--- src/sv/fsc_pkg.sv ---
`timescale 1ns / 1ps
// Shared types, constants and lookup tables of the ignition sequencer.
package fsc_pkg;

    localparam int CHANNELS   = 4;
    localparam int TIME_WIDTH = 32;

    // configuration register indexes
    localparam logic [2:0] REG_DEBOUNCE    = 3'd0;
    localparam logic [2:0] REG_LONG_PRESS  = 3'd1;
    localparam logic [2:0] REG_SHORT_PULSE = 3'd2;
    localparam logic [2:0] REG_LONG_PULSE  = 3'd3;
    localparam logic [2:0] REG_SHORT_FLASH = 3'd4;
    localparam logic [2:0] REG_LONG_FLASH  = 3'd5;

    // firing modes
    localparam logic [3:0] M_EDGE       = 4'd0;
    localparam logic [3:0] M_DELAY_A    = 4'd1;
    localparam logic [3:0] M_DELAY_B    = 4'd2;
    localparam logic [3:0] M_DELAY_C    = 4'd3;
    localparam logic [3:0] M_CHAIN_ONE  = 4'd4;
    localparam logic [3:0] M_CHAIN_PAIR = 4'd5;
    localparam logic [3:0] M_CHAIN_SER  = 4'd6;
    localparam logic [3:0] M_WINDOW     = 4'd7;
    localparam logic [3:0] M_SERIES_A   = 4'd8;
    localparam logic [3:0] M_SERIES_B   = 4'd9;
    localparam logic [3:0] M_SERIES_C   = 4'd10;
    localparam logic [3:0] M_RELAY      = 4'd11;
    localparam logic [3:0] M_COUNT      = 4'd12;
    localparam logic [3:0] M_MARK       = 4'd13;
    localparam logic [3:0] M_SWEEP      = 4'd14;
    localparam logic [3:0] M_LAST       = 4'd14;

    localparam logic [15:0] WINDOW_TICKS = 16'd200;
    localparam logic [15:0] COUNT_MATCH  = 16'd13;

    localparam logic [15:0] DELAY_A = 16'd200;
    localparam logic [15:0] DELAY_B = 16'd800;
    localparam logic [15:0] DELAY_C = 16'd2000;

    typedef enum logic [1:0] {
        ST_IDLE  = 2'd0,
        ST_READY = 2'd1,
        ST_FIRE  = 2'd2
    } t_chan_st;

    typedef struct packed {
        logic [7:0]  debounce_ticks;
        logic [15:0] long_press_ticks;
        logic [15:0] short_pulse_ticks;
        logic [15:0] long_pulse_ticks;
        logic [15:0] short_flash_ticks;
        logic [15:0] long_flash_ticks;
    } t_cfg;

    typedef struct packed {
        logic       enc_a;
        logic       enc_b;
        logic       button;
        logic [3:0] trigger_in;
    } t_req;

    typedef struct packed {
        logic [3:0] fire_out;
        logic [3:0] led_out;
        logic       is_armed;
        logic [3:0] mode_now;
        logic       long_mode;
    } t_res;

    // bit-reversed (mode + 1)
    function automatic logic [3:0] led_pattern(input logic [3:0] m);
        logic [3:0] r;
        r = 4'd0;
        if (m <= M_LAST) begin
            r = {m[0] ^ 1'b1, 3'b0};
            r = {(m + 4'd1)} ;
            r = {r[0], r[1], r[2], r[3]};
        end
        return r;
    endfunction

    // series offsets, row by mode 8..10, column by channel 1..3
    function automatic logic [15:0] series_at(input logic [1:0] row, input logic [1:0] col);
        logic [15:0] r;
        r = 16'd0;
        case ({row, col})
            4'b00_00: r = 16'd400;
            4'b00_01: r = 16'd800;
            4'b00_10: r = 16'd1000;
            4'b01_00: r = 16'd800;
            4'b01_01: r = 16'd1600;
            4'b01_10: r = 16'd2400;
            4'b10_00: r = 16'd2000;
            4'b10_01: r = 16'd4000;
            4'b10_10: r = 16'd6000;
            default:  r = 16'd0;
        endcase
        return r;
    endfunction

    // sweep start times, channel n fires at 2000 * (n + 1)
    function automatic logic [15:0] sweep_at(input logic [1:0] ch);
        logic [15:0] r;
        case (ch)
            2'd0:    r = 16'd2000;
            2'd1:    r = 16'd4000;
            2'd2:    r = 16'd6000;
            default: r = 16'd8000;
        endcase
        return r;
    endfunction

endpackage

--- src/sv/fsc_core.sv ---
`timescale 1ns / 1ps
// Tick state machine: encoder, button, flash, firing modes and ignition.
module fsc_core #(
    parameter int TIME_WIDTH = fsc_pkg::TIME_WIDTH
) (
    input  logic          i_clk,
    input  logic          i_rst_n,
    input  logic          i_step,
    input  fsc_pkg::t_req i_req,
    input  fsc_pkg::t_cfg i_cfg,
    output fsc_pkg::t_res o_res
);

    localparam int TW = TIME_WIDTH;

    logic                  r_enc_last, n_enc_last;
    logic [3:0]            r_mode, n_mode;
    logic                  r_armed, n_armed;
    logic                  r_press, n_press;
    logic [15:0]           r_rel_cnt, n_rel_cnt;
    logic [15:0]           r_prs_cnt, n_prs_cnt;
    logic                  r_short, n_short;
    logic [15:0]           r_fl_cnt, n_fl_cnt;
    logic                  r_fl_ph, n_fl_ph;
    logic                  r_idle, n_idle;
    logic [2:0]            r_win, n_win;
    logic [TW-1:0]         r_gticks, n_gticks;
    logic [3:0]            r_trig, n_trig;
    fsc_pkg::t_chan_st     r_st [4];
    fsc_pkg::t_chan_st     n_st [4];
    logic [3:0]            r_en, n_en;
    logic [3:0]            r_pr, n_pr;
    logic [TW-1:0]         r_time [4];
    logic [TW-1:0]         n_time [4];
    logic [TW-1:0]         r_mark [4];
    logic [TW-1:0]         n_mark [4];
    logic [15:0]           r_pcnt [4];
    logic [15:0]           n_pcnt [4];
    logic [3:0]            r_q, n_q;
    logic [1:0]            r_fifo [4];
    logic [1:0]            n_fifo [4];
    logic [1:0]            r_head, n_head;
    logic [1:0]            r_tail, n_tail;
    logic [2:0]            r_cnt, n_cnt;
    logic [3:0]            r_fire, n_fire;
    logic [3:0]            led;

    function automatic logic [TW-1:0] tinc(input logic [TW-1:0] v);
        return (v == {TW{1'b1}}) ? v : v + 1'b1;
    endfunction

    always_comb begin
        logic [3:0]    e;
        logic [15:0]   plen;
        logic [15:0]   flen;
        logic [1:0]    src;
        logic          src_ok;
        logic          ok;
        logic [TW-1:0] d;
        logic [1:0]    y;

        n_enc_last = r_enc_last;
        n_mode     = r_mode;
        n_armed    = r_armed;
        n_press    = r_press;
        n_rel_cnt  = r_rel_cnt;
        n_prs_cnt  = r_prs_cnt;
        n_short    = r_short;
        n_fl_cnt   = r_fl_cnt;
        n_fl_ph    = r_fl_ph;
        n_idle     = r_idle;
        n_win      = r_win;
        n_gticks   = r_gticks;
        n_trig     = r_trig;
        n_en       = r_en;
        n_pr       = r_pr;
        n_q        = r_q;
        n_head     = r_head;
        n_tail     = r_tail;
        n_cnt      = r_cnt;
        n_fire     = r_fire;
        for (int x = 0; x < 4; x++) begin
            n_st[x]   = r_st[x];
            n_time[x] = r_time[x];
            n_mark[x] = r_mark[x];
            n_pcnt[x] = r_pcnt[x];
            n_fifo[x] = r_fifo[x];
        end
        e      = i_req.trigger_in & ~r_trig;
        src    = 2'd0;
        src_ok = 1'b0;
        ok     = 1'b1;
        d      = '0;
        y      = 2'd0;

        // encoder, only while disarmed
        if (!r_armed) begin
            if (r_enc_last && !i_req.enc_a) begin
                if (i_req.enc_b)
                    n_mode = (r_mode >= fsc_pkg::M_LAST) ? fsc_pkg::M_EDGE : r_mode + 4'd1;
                else
                    n_mode = (r_mode == fsc_pkg::M_EDGE || r_mode > fsc_pkg::M_LAST) ?
                             fsc_pkg::M_LAST : r_mode - 4'd1;
            end
            n_enc_last = i_req.enc_a;
        end

        // button debounce, arming and disarming
        if (i_req.button && n_rel_cnt > {8'd0, i_cfg.debounce_ticks}) begin
            n_press   = 1'b1;
            n_rel_cnt = 16'd0;
        end
        if (n_press && n_prs_cnt != 16'hFFFF)
            n_prs_cnt = n_prs_cnt + 16'd1;
        if (n_press && n_rel_cnt > {8'd0, i_cfg.debounce_ticks}) begin
            n_rel_cnt = 16'd0;
            n_press   = 1'b0;
            n_armed   = ~n_armed;
            if (n_armed) begin
                n_en    = 4'hF;
                n_short = !(n_prs_cnt > i_cfg.long_press_ticks);
            end
            n_prs_cnt = 16'd0;
        end
        if (!n_armed) begin
            for (int x = 0; x < 4; x++) begin
                n_st[x]   = fsc_pkg::ST_IDLE;
                n_pcnt[x] = 16'd0;
                n_time[x] = '0;
                n_mark[x] = '0;
            end
            n_q      = 4'd0;
            n_pr     = 4'd0;
            n_en     = 4'd0;
            n_head   = 2'd0;
            n_tail   = 2'd3;
            n_cnt    = 3'd0;
            n_idle   = 1'b1;
            n_win    = 3'd0;
            n_gticks = '0;
            n_fire   = 4'd0;
        end
        if (!i_req.button && n_rel_cnt != 16'hFFFF)
            n_rel_cnt = n_rel_cnt + 16'd1;

        plen = n_short ? i_cfg.short_pulse_ticks : i_cfg.long_pulse_ticks;
        flen = n_short ? i_cfg.short_flash_ticks : i_cfg.long_flash_ticks;
        led  = fsc_pkg::led_pattern(n_mode);

        if (n_armed) begin
            if (n_fl_cnt != 16'hFFFF)
                n_fl_cnt = n_fl_cnt + 16'd1;
            if (n_fl_cnt > flen) begin
                n_fl_ph  = ~n_fl_ph;
                n_fl_cnt = 16'd0;
            end
            if (!n_fl_ph)
                led = 4'd0;

            case (n_mode)
                fsc_pkg::M_EDGE, fsc_pkg::M_COUNT: begin
                    for (int x = 0; x < 4; x++) begin
                        if (n_en[x] && e[x] && n_st[x] == fsc_pkg::ST_IDLE) begin
                            if (n_mode == fsc_pkg::M_EDGE) begin
                                n_st[x] = fsc_pkg::ST_READY;
                            end else begin
                                n_time[x] = tinc(n_time[x]);
                                if (n_time[x] == TW'(fsc_pkg::COUNT_MATCH))
                                    n_st[x] = fsc_pkg::ST_READY;
                            end
                        end
                    end
                    n_trig = i_req.trigger_in;
                end
                fsc_pkg::M_DELAY_A, fsc_pkg::M_DELAY_B, fsc_pkg::M_DELAY_C: begin
                    for (int x = 0; x < 4; x++) begin
                        if (n_en[x] && e[x] && !n_pr[x]) begin
                            n_time[x] = '0;
                            n_pr[x]   = 1'b1;
                        end
                        if (n_pr[x] && n_en[x] && n_st[x] == fsc_pkg::ST_IDLE) begin
                            n_time[x] = tinc(n_time[x]);
                            if ((n_mode == fsc_pkg::M_DELAY_A &&
                                 n_time[x] > TW'(fsc_pkg::DELAY_A)) ||
                                (n_mode == fsc_pkg::M_DELAY_B &&
                                 n_time[x] > TW'(fsc_pkg::DELAY_B)) ||
                                (n_mode == fsc_pkg::M_DELAY_C &&
                                 n_time[x] > TW'(fsc_pkg::DELAY_C))) begin
                                n_st[x] = fsc_pkg::ST_READY;
                                n_pr[x] = 1'b0;
                            end
                        end
                    end
                    n_trig = i_req.trigger_in;
                end
                fsc_pkg::M_CHAIN_ONE, fsc_pkg::M_CHAIN_PAIR, fsc_pkg::M_CHAIN_SER: begin
                    if (e[0] && !n_pr[0] && n_st[0] == fsc_pkg::ST_IDLE) begin
                        n_pr[0] = 1'b1;
                        n_st[0] = fsc_pkg::ST_READY;
                    end
                    if (n_mode == fsc_pkg::M_CHAIN_PAIR && e[2] && !n_pr[2] &&
                        n_st[2] == fsc_pkg::ST_IDLE) begin
                        n_pr[2] = 1'b1;
                        n_st[2] = fsc_pkg::ST_READY;
                    end
                    for (int x = 1; x < 4; x++) begin
                        src_ok = 1'b1;
                        if (n_mode == fsc_pkg::M_CHAIN_ONE) begin
                            src = 2'd0;
                        end else if (n_mode == fsc_pkg::M_CHAIN_PAIR) begin
                            src    = (x == 1) ? 2'd0 : 2'd2;
                            src_ok = (x != 2);
                        end else begin
                            src = 2'(x - 1);
                        end
                        if (src_ok && n_pr[src] && n_en[x] && e[x] &&
                            n_st[x] == fsc_pkg::ST_IDLE) begin
                            n_st[x] = fsc_pkg::ST_READY;
                            if (n_mode == fsc_pkg::M_CHAIN_SER && x < 3)
                                n_pr[x] = 1'b1;
                        end
                    end
                    n_trig = i_req.trigger_in;
                end
                fsc_pkg::M_WINDOW: begin
                    n_gticks = tinc(n_gticks);
                    for (int x = 0; x < 4; x++) begin
                        if (e[x]) begin
                            n_time[x] = n_gticks;
                            n_pr[x]   = 1'b1;
                        end
                    end
                    n_trig = i_req.trigger_in;
                    if (n_pr == 4'hF) begin
                        for (int x = 0; x < 4; x++) begin
                            for (int z = x + 1; z < 4; z++) begin
                                d = (n_time[x] > n_time[z]) ? n_time[x] - n_time[z] :
                                                              n_time[z] - n_time[x];
                                if (d >= TW'(fsc_pkg::WINDOW_TICKS))
                                    ok = 1'b0;
                            end
                        end
                        if (ok) begin
                            if (n_win < 3'd4) begin
                                n_st[n_win[1:0]] = fsc_pkg::ST_READY;
                                n_win = n_win + 3'd1;
                            end
                            for (int x = 0; x < 4; x++)
                                n_time[x] = '0;
                            n_pr = 4'd0;
                        end
                    end
                end
                fsc_pkg::M_SERIES_A, fsc_pkg::M_SERIES_B, fsc_pkg::M_SERIES_C: begin
                    if (e[0] && !n_pr[0]) begin
                        n_st[0]   = fsc_pkg::ST_READY;
                        n_time[0] = '0;
                        n_pr[0]   = 1'b1;
                    end
                    if (n_pr[0]) begin
                        n_time[0] = tinc(n_time[0]);
                        for (int x = 1; x < 4; x++) begin
                            if (n_time[0] > TW'(fsc_pkg::series_at(n_mode[1:0], 2'(x - 1))) &&
                                n_st[x] == fsc_pkg::ST_IDLE) begin
                                n_st[x] = fsc_pkg::ST_READY;
                                if (x == 3)
                                    n_pr[0] = 1'b0;
                            end
                        end
                    end
                    n_trig[0] = i_req.trigger_in[0];
                end
                fsc_pkg::M_RELAY: begin
                    if (e[0] && !n_pr[0]) begin
                        n_st[0]   = fsc_pkg::ST_READY;
                        n_time[0] = '0;
                        n_pr[0]   = 1'b1;
                    end
                    if (n_pr[0]) begin
                        n_time[0] = tinc(n_time[0]);
                        if (n_en[1] && e[1] && !n_pr[1]) begin
                            n_st[1]   = fsc_pkg::ST_READY;
                            n_pr[1]   = 1'b1;
                            n_time[1] = n_time[0];
                            n_time[0] = '0;
                        end
                        if (n_pr[1] && n_st[2] == fsc_pkg::ST_IDLE && n_en[2] &&
                            n_time[0] > n_time[1])
                            n_st[2] = fsc_pkg::ST_READY;
                        if (n_pr[1] && n_st[3] == fsc_pkg::ST_IDLE && n_en[3] &&
                            {1'b0, n_time[0]} > {n_time[1], 1'b0})
                            n_st[3] = fsc_pkg::ST_READY;
                        n_trig[1] = i_req.trigger_in[1];
                    end
                    n_trig[0] = i_req.trigger_in[0];
                end
                fsc_pkg::M_MARK: begin
                    if (e[0] && !n_pr[0] && n_st[0] == fsc_pkg::ST_IDLE) begin
                        n_st[0]   = fsc_pkg::ST_READY;
                        n_time[0] = '0;
                        n_pr[0]   = 1'b1;
                    end
                    if (n_pr[0])
                        n_time[0] = tinc(n_time[0]);
                    for (int x = 1; x < 4; x++) begin
                        if (n_pr[0] && e[x] && !n_pr[x] && n_st[x] == fsc_pkg::ST_IDLE) begin
                            n_mark[x] = n_time[0];
                            n_pr[x]   = 1'b1;
                        end
                    end
                    for (int x = 1; x < 4; x++) begin
                        if (n_pr[0] && n_pr[x] && n_en[x] && n_st[x] == fsc_pkg::ST_IDLE &&
                            {1'b0, n_time[0]} > {n_mark[x], 1'b0})
                            n_st[x] = fsc_pkg::ST_READY;
                    end
                    n_trig = i_req.trigger_in;
                end
                fsc_pkg::M_SWEEP: begin
                    n_gticks = tinc(n_gticks);
                    for (int x = 0; x < 4; x++) begin
                        if (n_gticks >= TW'(fsc_pkg::sweep_at(2'(x))) &&
                            n_st[x] == fsc_pkg::ST_IDLE && !n_pr[x]) begin
                            n_st[x] = fsc_pkg::ST_READY;
                            n_pr[x] = 1'b1;
                        end
                    end
                end
                default: begin
                end
            endcase
        end

        // ignition
        if (n_short) begin
            for (int x = 0; x < 4; x++) begin
                if (n_st[x] == fsc_pkg::ST_READY && n_en[x]) begin
                    n_pcnt[x] = 16'd0;
                    n_fire[x] = 1'b1;
                    n_st[x]   = fsc_pkg::ST_FIRE;
                end
                if (n_st[x] == fsc_pkg::ST_FIRE && n_en[x]) begin
                    n_pcnt[x] = n_pcnt[x] + 16'd1;
                    if (n_pcnt[x] == plen) begin
                        n_fire[x] = 1'b0;
                        n_en[x]   = 1'b0;
                        n_st[x]   = fsc_pkg::ST_IDLE;
                    end
                end
            end
        end else begin
            for (int x = 0; x < 4; x++) begin
                if (n_st[x] == fsc_pkg::ST_READY && n_en[x] && !n_q[x]) begin
                    if (n_idle) begin
                        n_pcnt[x] = 16'd0;
                        n_fire[x] = 1'b1;
                        n_st[x]   = fsc_pkg::ST_FIRE;
                        n_idle    = 1'b0;
                    end else begin
                        if (n_cnt < 3'd4) begin
                            n_tail         = n_tail + 2'd1;
                            n_cnt          = n_cnt + 3'd1;
                            n_fifo[n_tail] = 2'(x);
                        end
                        n_q[x] = 1'b1;
                    end
                end
            end
            // next queued channel once the line is free
            if (n_idle && n_cnt != 3'd0) begin
                y         = n_fifo[n_head];
                n_cnt     = n_cnt - 3'd1;
                n_head    = n_head + 2'd1;
                n_pcnt[y] = 16'd0;
                n_q[y]    = 1'b0;
                if (n_en[y]) begin
                    n_fire[y] = 1'b1;
                    n_st[y]   = fsc_pkg::ST_FIRE;
                    n_idle    = 1'b0;
                end
            end
            for (int x = 0; x < 4; x++) begin
                if (n_st[x] == fsc_pkg::ST_FIRE && n_en[x]) begin
                    n_pcnt[x] = n_pcnt[x] + 16'd1;
                    if (n_pcnt[x] == plen) begin
                        n_fire[x] = 1'b0;
                        n_en[x]   = 1'b0;
                        n_st[x]   = fsc_pkg::ST_IDLE;
                        n_idle    = 1'b1;
                    end
                end
            end
        end

        // every channel spent: disarm
        if (n_en == 4'd0)
            n_armed = 1'b0;
    end

    assign o_res.fire_out  = n_fire;
    assign o_res.led_out   = led;
    assign o_res.is_armed  = n_armed;
    assign o_res.mode_now  = n_mode;
    assign o_res.long_mode = ~n_short;

    always_ff @(posedge i_clk) begin
        if (!i_rst_n) begin
            r_enc_last <= 1'b0;
            r_mode     <= fsc_pkg::M_EDGE;
            r_armed    <= 1'b0;
            r_press    <= 1'b0;
            r_rel_cnt  <= 16'd0;
            r_prs_cnt  <= 16'd0;
            r_short    <= 1'b0;
            r_fl_cnt   <= 16'd0;
            r_fl_ph    <= 1'b0;
            r_idle     <= 1'b1;
            r_win      <= 3'd0;
            r_gticks   <= '0;
            r_trig     <= 4'd0;
            r_en       <= 4'd0;
            r_pr       <= 4'd0;
            r_q        <= 4'd0;
            r_head     <= 2'd0;
            r_tail     <= 2'd3;
            r_cnt      <= 3'd0;
            r_fire     <= 4'd0;
            for (int x = 0; x < 4; x++) begin
                r_st[x]   <= fsc_pkg::ST_IDLE;
                r_time[x] <= '0;
                r_mark[x] <= '0;
                r_pcnt[x] <= 16'd0;
            end
        end else if (i_step) begin
            r_enc_last <= n_enc_last;
            r_mode     <= n_mode;
            r_armed    <= n_armed;
            r_press    <= n_press;
            r_rel_cnt  <= n_rel_cnt;
            r_prs_cnt  <= n_prs_cnt;
            r_short    <= n_short;
            r_fl_cnt   <= n_fl_cnt;
            r_fl_ph    <= n_fl_ph;
            r_idle     <= n_idle;
            r_win      <= n_win;
            r_gticks   <= n_gticks;
            r_trig     <= n_trig;
            r_en       <= n_en;
            r_pr       <= n_pr;
            r_q        <= n_q;
            r_head     <= n_head;
            r_tail     <= n_tail;
            r_cnt      <= n_cnt;
            r_fire     <= n_fire;
            for (int x = 0; x < 4; x++) begin
                r_st[x]   <= n_st[x];
                r_time[x] <= n_time[x];
                r_mark[x] <= n_mark[x];
                r_pcnt[x] <= n_pcnt[x];
            end
        end
    end

    // queue entries are written before they are read, so no reset
    always_ff @(posedge i_clk) begin
        if (i_step) begin
            for (int x = 0; x < 4; x++)
                r_fifo[x] <= n_fifo[x];
        end
    end

endmodule

--- src/sv/four_channel_ignition_sequencer.sv ---
`timescale 1ns / 1ps
// Top level of the four-channel ignition sequencer.
// Each request is one 5 ms tick of sampled encoder, button and trigger lines and
// yields one result: igniter drive, LED pattern, armed flag, mode and long-mode flag.
// A request is registered on entry, worked in one pass of logic against the
// sequencer state and its result registered on exit, so one request is taken
// every clock cycle unless a stalled result holds the next one in the input register.
// Configuration must be written by the user through the plain write port only
// while no request is in flight; the block itself does not enforce this.
module four_channel_ignition_sequencer #(
    parameter int TIME_WIDTH = fsc_pkg::TIME_WIDTH
) (
    input  logic        i_clk,
    input  logic        i_rst_n,
    input  logic        i_in_valid,
    output logic        o_in_stall,
    input  logic        i_enc_a,
    input  logic        i_enc_b,
    input  logic        i_button,
    input  logic [3:0]  i_trigger_in,
    output logic        o_out_valid,
    input  logic        i_out_stall,
    output logic [3:0]  o_fire_out,
    output logic [3:0]  o_led_out,
    output logic        o_is_armed,
    output logic [3:0]  o_mode_now,
    output logic        o_long_mode,
    input  logic        i_cfg_we,
    input  logic [2:0]  i_cfg_index,
    input  logic [15:0] i_cfg_data
);

    logic          r_in_v;
    fsc_pkg::t_req r_in;
    logic          r_out_v;
    fsc_pkg::t_res r_out;
    fsc_pkg::t_res res;
    fsc_pkg::t_cfg r_cfg;
    logic          step;

    assign step       = r_in_v && (!r_out_v || !i_out_stall);
    assign o_in_stall = r_in_v && !step;

    always_ff @(posedge i_clk) begin
        if (!i_rst_n) begin
            r_in_v <= 1'b0;
        end else if (!o_in_stall) begin
            r_in_v <= i_in_valid;
        end
    end

    always_ff @(posedge i_clk) begin
        if (!o_in_stall && i_in_valid) begin
            r_in.enc_a      <= i_enc_a;
            r_in.enc_b      <= i_enc_b;
            r_in.button     <= i_button;
            r_in.trigger_in <= i_trigger_in;
        end
    end

    always_ff @(posedge i_clk) begin
        if (!i_rst_n) begin
            r_cfg.debounce_ticks    <= 8'd20;
            r_cfg.long_press_ticks  <= 16'd300;
            r_cfg.short_pulse_ticks <= 16'd20;
            r_cfg.long_pulse_ticks  <= 16'd400;
            r_cfg.short_flash_ticks <= 16'd15;
            r_cfg.long_flash_ticks  <= 16'd120;
        end else if (i_cfg_we) begin
            case (i_cfg_index)
                fsc_pkg::REG_DEBOUNCE:    r_cfg.debounce_ticks    <= i_cfg_data[7:0];
                fsc_pkg::REG_LONG_PRESS:  r_cfg.long_press_ticks  <= i_cfg_data;
                fsc_pkg::REG_SHORT_PULSE: r_cfg.short_pulse_ticks <= i_cfg_data;
                fsc_pkg::REG_LONG_PULSE:  r_cfg.long_pulse_ticks  <= i_cfg_data;
                fsc_pkg::REG_SHORT_FLASH: r_cfg.short_flash_ticks <= i_cfg_data;
                fsc_pkg::REG_LONG_FLASH:  r_cfg.long_flash_ticks  <= i_cfg_data;
                default: begin
                end
            endcase
        end
    end

    fsc_core #(
        .TIME_WIDTH(TIME_WIDTH)
    ) u_core (
        .i_clk   (i_clk),
        .i_rst_n (i_rst_n),
        .i_step  (step),
        .i_req   (r_in),
        .i_cfg   (r_cfg),
        .o_res   (res)
    );

    always_ff @(posedge i_clk) begin
        if (!i_rst_n) begin
            r_out_v <= 1'b0;
        end else if (step) begin
            r_out_v <= 1'b1;
        end else if (!i_out_stall) begin
            r_out_v <= 1'b0;
        end
    end

    always_ff @(posedge i_clk) begin
        if (step)
            r_out <= res;
    end

    assign o_out_valid = r_out_v;
    assign o_fire_out  = r_out.fire_out;
    assign o_led_out   = r_out.led_out;
    assign o_is_armed  = r_out.is_armed;
    assign o_mode_now  = r_out.mode_now;
    assign o_long_mode = r_out.long_mode;

    // a channel only drives while armed
    a_fire_needs_arm: assert property (@(posedge i_clk) disable iff (!i_rst_n)
        r_out_v && !r_out.is_armed |-> r_out.fire_out == 4'd0)
        else $error("igniter driven while disarmed");

    a_mode_range: assert property (@(posedge i_clk) disable iff (!i_rst_n)
        r_out_v |-> r_out.mode_now <= fsc_pkg::M_LAST)
        else $error("mode beyond last");

    a_step_result: assert property (@(posedge i_clk) disable iff (!i_rst_n)
        step |=> r_out_v)
        else $error("worked request left no result");

    a_no_overwrite: assert property (@(posedge i_clk) disable iff (!i_rst_n)
        r_out_v && i_out_stall |-> !step)
        else $error("stalled result overwritten");

endmodule

--- config.mk ---
export PLATFORM = sky130hd
export DESIGN_NAME = four_channel_ignition_sequencer
export DESIGN_NICKNAME = d
export VERILOG_FILES = /design/src/sv/fsc_pkg.sv /design/src/sv/fsc_core.sv /design/src/sv/four_channel_ignition_sequencer.sv
export SDC_FILE = /design/constraint.sdc
export NUM_CORES = 2
export LEC_CHECK = 0
export ABC_AREA = 0
export BUFFER_PORTS_ARGS = -buffer_cell sky130_fd_sc_hd__buf_2
export CAP_MARGIN = 40
export CORE_ASPECT_RATIO = 1.75
export CORE_MARGIN = 5
export CORE_UTILIZATION = 40
export CTS_BUF_LIST = sky130_fd_sc_hd__clkbuf_16
export CTS_CLUSTER_SIZE = 8
export DETAILED_ROUTE_END_ITERATION = 16
export GPL_ROUTABILITY_DRIVEN = 0
export PLACE_DENSITY_LB_ADDON = 0.15
export SLEW_MARGIN = 10
export SYNTH_ARGS = -nofsm -noshare
export SYNTH_HDL_FRONTEND = slang
export SYNTH_SLANG_ARGS = --single-unit
--- constraint.sdc ---
create_clock -name i_clk -period 26.7 [get_ports i_clk]
set_clock_uncertainty 0.15 [all_clocks]
set_input_delay 5.34 -clock i_clk [delete_from_list [all_inputs] [get_ports i_clk]]
set_output_delay 5.34 -clock i_clk [all_outputs]
set_load 0.05 [all_outputs]
==> results of run 1 <==
routing by layer:
| metal | global-route usage [%] | overflow |
|---|---|---|
| met3 | 50.8 | 67 |
| met4 | 64.9 | 664 |
| met2 | 81.3 | 1244 |
| met1 | 63.2 | 58 |
| met5 | 32.2 | 7 |
stage by stage:
step	setup slack (ns)	util [%]	area (um2)
2_1_floorplan	2.92	-	87600
3_3_place_gp	2.17	42.0	91600
3_5_place_dp	3.83	42.5	92700
4_1_cts	3.74	43.5	95000
kinds of logic after synthesis:
| logic type | count (synthesis) | share of synthesized area, % |
|---|---|---|
| xor gates and xnor gates | 742 | 7.45 |
| AOI/OAI and AO/OA | 4114 | 31.0 |
| DFF | 535 | 15.9 |
| buffers and inverters | 1274 | 5.72 |
| and+or+nand+nor | 5135 | 28.1 |
| adders and majority gates | 640 | 9.19 |
| muxes | 217 | 2.57 |
==> impl_metrics.ini, run 1 <==
[placed_design]
dp.cells = 15223
hpwl_um = 463000
io_buffers = 46

[floorplanning]
core.rowCount = 227
ios = 47
initial_core_util_pct = 40.2
die_w_um = 364
die_h_um = 629

[clock_network]
clock-sinks = 535
post_cts_buffers = 0
clock_path_buffers = 3
htreeDepth = 3
cts_resized = 0
root_buffer = clkbuf_16
holdBufCountCts = 0
cts_buffers = 78

[synthesis]
synth_area_um2 = 87600
ys_ff_latch = 535
yosys-top-cells-area = edfxtp_1, ha_1, a21oi_1
async_reset_ff_share_pct = 0
syn_avg_cell_area_um2 = 6.92
synth.most_common_cell = nand2_1
yosys_warnings = 0
synth_commonest_cells = nand2_1, nor2_1, a21oi_1, o21ai_0, clkbuf_1
synth_edf_count = 325
syn_inst = 12657
synth_top_area_share_pct = 11.1
yosys.area.top_type = edfxtp_1
netlist-cell-type-count = 117
synth_fp_nets = 13317
synth-main-ff-cell = edfxtp_1
yosysSeqAreaShare_pct = 15.9

[global_route]
grt_pass1_wl_um = 1100000
grt_max_degree = 111
grt-ovfl-total = 2040
grt_pass1_vias = 125561
grt_util_all_layers_pct = 65.1

[run_status]
outcome = aborted with a tool error
firstError = [ERROR GRT-0116] Global routing finished with congestion. Check the congestion regions in the DRC Viewer.
stop_stage = global routing
==> run 2, diff against run 1 <==
--- a/config.mk
+++ b/config.mk
@@ -8,11 +8,8 @@
 export ABC_AREA = 0
 export BUFFER_PORTS_ARGS = -buffer_cell sky130_fd_sc_hd__buf_2
 export CAP_MARGIN = 40
-export CORE_ASPECT_RATIO = 1.75
 export CORE_MARGIN = 5
-export CORE_UTILIZATION = 40
-export CTS_BUF_LIST = sky130_fd_sc_hd__clkbuf_16
-export CTS_CLUSTER_SIZE = 8
+export CORE_UTILIZATION = 25
 export DETAILED_ROUTE_END_ITERATION = 16
 export GPL_ROUTABILITY_DRIVEN = 0
 export PLACE_DENSITY_LB_ADDON = 0.15
==> impl_metrics.ini, run 2 <==
[run_status]
outcome = completed

[synthesis]
synth_area_um2 = 87600
synth_fp_nets = 13317
synth_edf_count = 325
yosysSeqAreaShare_pct = 15.9
ys_ff_latch = 535
synth_xor_area_share_pct = 7.45
netlist-cell-type-count = 117
synth-compound-area-share_pct = 31.0
synthAdderAreaFrac_pct = 9.19
yosys_warnings = 0
syn_avg_cell_area_um2 = 6.92
synth-main-ff-cell = edfxtp_1
async_reset_ff_share_pct = 0
synth.mux.area_fraction_pct = 2.57
yosys-top-cells-area = edfxtp_1, ha_1, a21oi_1
synth.most_common_cell = nand2_1
syn_inst = 12657
synth_commonest_cells = nand2_1, nor2_1, a21oi_1, o21ai_0, clkbuf_1
synth_top_family_by_area = compound AO/OA/AOI/OAI gates
synth_top_area_share_pct = 11.1
yosys.area.top_type = edfxtp_1
synthSimpleGateAreaFrac_pct = 28.1

[power_and_ir_drop]
p_leak_uw = 0.0377
powerDensity_nw_per_um2 = 27.5
vdd_drop_max_mv = 0.0522
finalPower_uw = 2680

[critical_path]
end_kind = flip-flop
r2r-end = u_core.r_armed
path_class = reg2reg
rr_startpoint = r_cfg[81]
crit_required_ns = 27.16
worstPathMaxFanout = 23
cp-endpoint = u_core.r_armed
crit_path_top_delay_cell = or4_4
startpoint = r_cfg[81]
startpoint_type = flip-flop
r2r_cells = 72
arrival_ns = 23.92
slowest_delay_ns = 0.88
cp_common_cell = ha_1
r2r_slack_ns = 3.24

[floorplanning]
core.rowCount = 217
die_h_um = 602
core_area_um2 = 349000
die_area_um2 = 362000
initial_core_util_pct = 25.1
ios = 47
die_w_um = 602

[global_route]
grt_pass1_vias = 99531
grt-ovfl-total = 0
antenna_found_initial = 45
grt_max_degree = 105
grt_util_all_layers_pct = 29.6
grt_pass1_wl_um = 787000

[cells_and_area]
max_flop_register = u_core.r_time
finalNetCount = 13071
drive_above_1_share_pct = 8.07
final_cell_mix = nand2_1, nor2_1, a21oi_1
layout.cells.non_filler = 17108
top_regs = u_core.r_time x128, u_core.r_mark x96, r_cfg x88
largest_register_ffs = 128
final_common_cell = nand2_1
utilization_pct = 27.9
syn_to_final_growth_pct = 11.1

[clock_network]
clock-sinks = 535
root_buffer = clkbuf_16
post_cts_buffers = 0
clock_latency_ns = 0.75
holdBufCountCts = 0
cts_buffers = 79
clk_pin_slew_ns = 0.06
cts_tree = built
clock_path_buffers = 3
cts_resized = 0
htreeDepth = 3

[routing]
wl_per_cell_um = 33.2
vias = 108124
routed_via_density = 6.32
drt-pass1-iter-count = 9
drt_iter0_markers = 15530
drc = 0
routed_wl_um = 568000
ant_nets = 0

[hold_path]
hp-class = reg2reg
whs_path_depth = 2

[sta]
final_max_slew_viol_count = 0
slew_headroom_pct = 27.5
fin_hold_ws_ns = 0.305
fmaxAchievable_mhz = 42.6
final.setup.tns_ns = 0
timing_worst_slew_pin_value_ns = 1.08
period_minus_slack_ns = 23.46
finalSetupViolCount = 0
finalCritPeriodShare_pct = 87.9
hold_violations = 0
rsz0062_at_grt = no

[placed_design]
io_buffers = 46
dp.cells = 16915
hpwl_um = 440000

[run]
maxCapViolCount = 0
[run 2: metrics by stage]
step                setup WS [ns]  instance area [um2]
global placement             2.97                93800
detailed placement           3.98                94500
floorplan                    2.92                87600
CTS                          3.85                97100
global route                 2.09                97200
finish                       3.24                97300
[run 2: logic make-up (layout without fill, tap and decap cells)]
group,Yosys count,in the layout
AOI/OAI and AO/OA,4114,4114
xor gates and xnor gates,742,742
buffers and inverters,1274,1090
DFF,535,535
other,0,36
and+or+nand+nor,5135,5135
muxes,217,217
adders and majority gates,640,640
[run 2: worst min-delay path by stage]
stage / start / to
4_1_cts: r_cfg[29] / r_cfg[29]
3_5_place_dp: r_cfg[29] / r_cfg[29]
6_report: r_cfg[29] / r_cfg[29]
5_1_grt: r_cfg[68] / r_cfg[68]
2_1_floorplan: u_core.r_q[0] / u_core.r_q[0]
3_3_place_gp: r_cfg[47] / r_cfg[47]
[run 2: critical path: cells and delay by family, from the launching register on]
kind | cells | cell delay [ns]
buf+inv | 8 | 2.15
compound gates | 21 | 5.71
xor+xnor | 5 | 1.44
simple gates | 28 | 10.15
mux | 2 | 0.71
flops | 1 | 0.33
fa+ha+maj | 8 | 2.68
[run 2: final cells by class]
type / count / area (um2)
Clock inverter: 39 / 354
Clock buffer: 104 / 2170
Antenna cell: 36 / 90.1
Fill cell: 38932 / 252000
Timing Repair Buffer: 568 / 4300
Tap cell: 4599 / 5750
Inverter: 379 / 1430
Multi-Input combinational cell: 10848 / 69200
Sequential cell: 535 / 14000
[run 2: metal layers]
layer	routed length [um]	global-route usage, %
met5	122	0
met4	49200	20.4
met3	64400	9.17
met2	228000	42.4
met1	227000	37.7
[run 2: where the power goes]
group	switching (uW)	internal (uW)
sequential	55.8	905
clock	467	621
combinational	455	172
total	978	1700
Note: power is estimated with default switching activity, not from simulation.
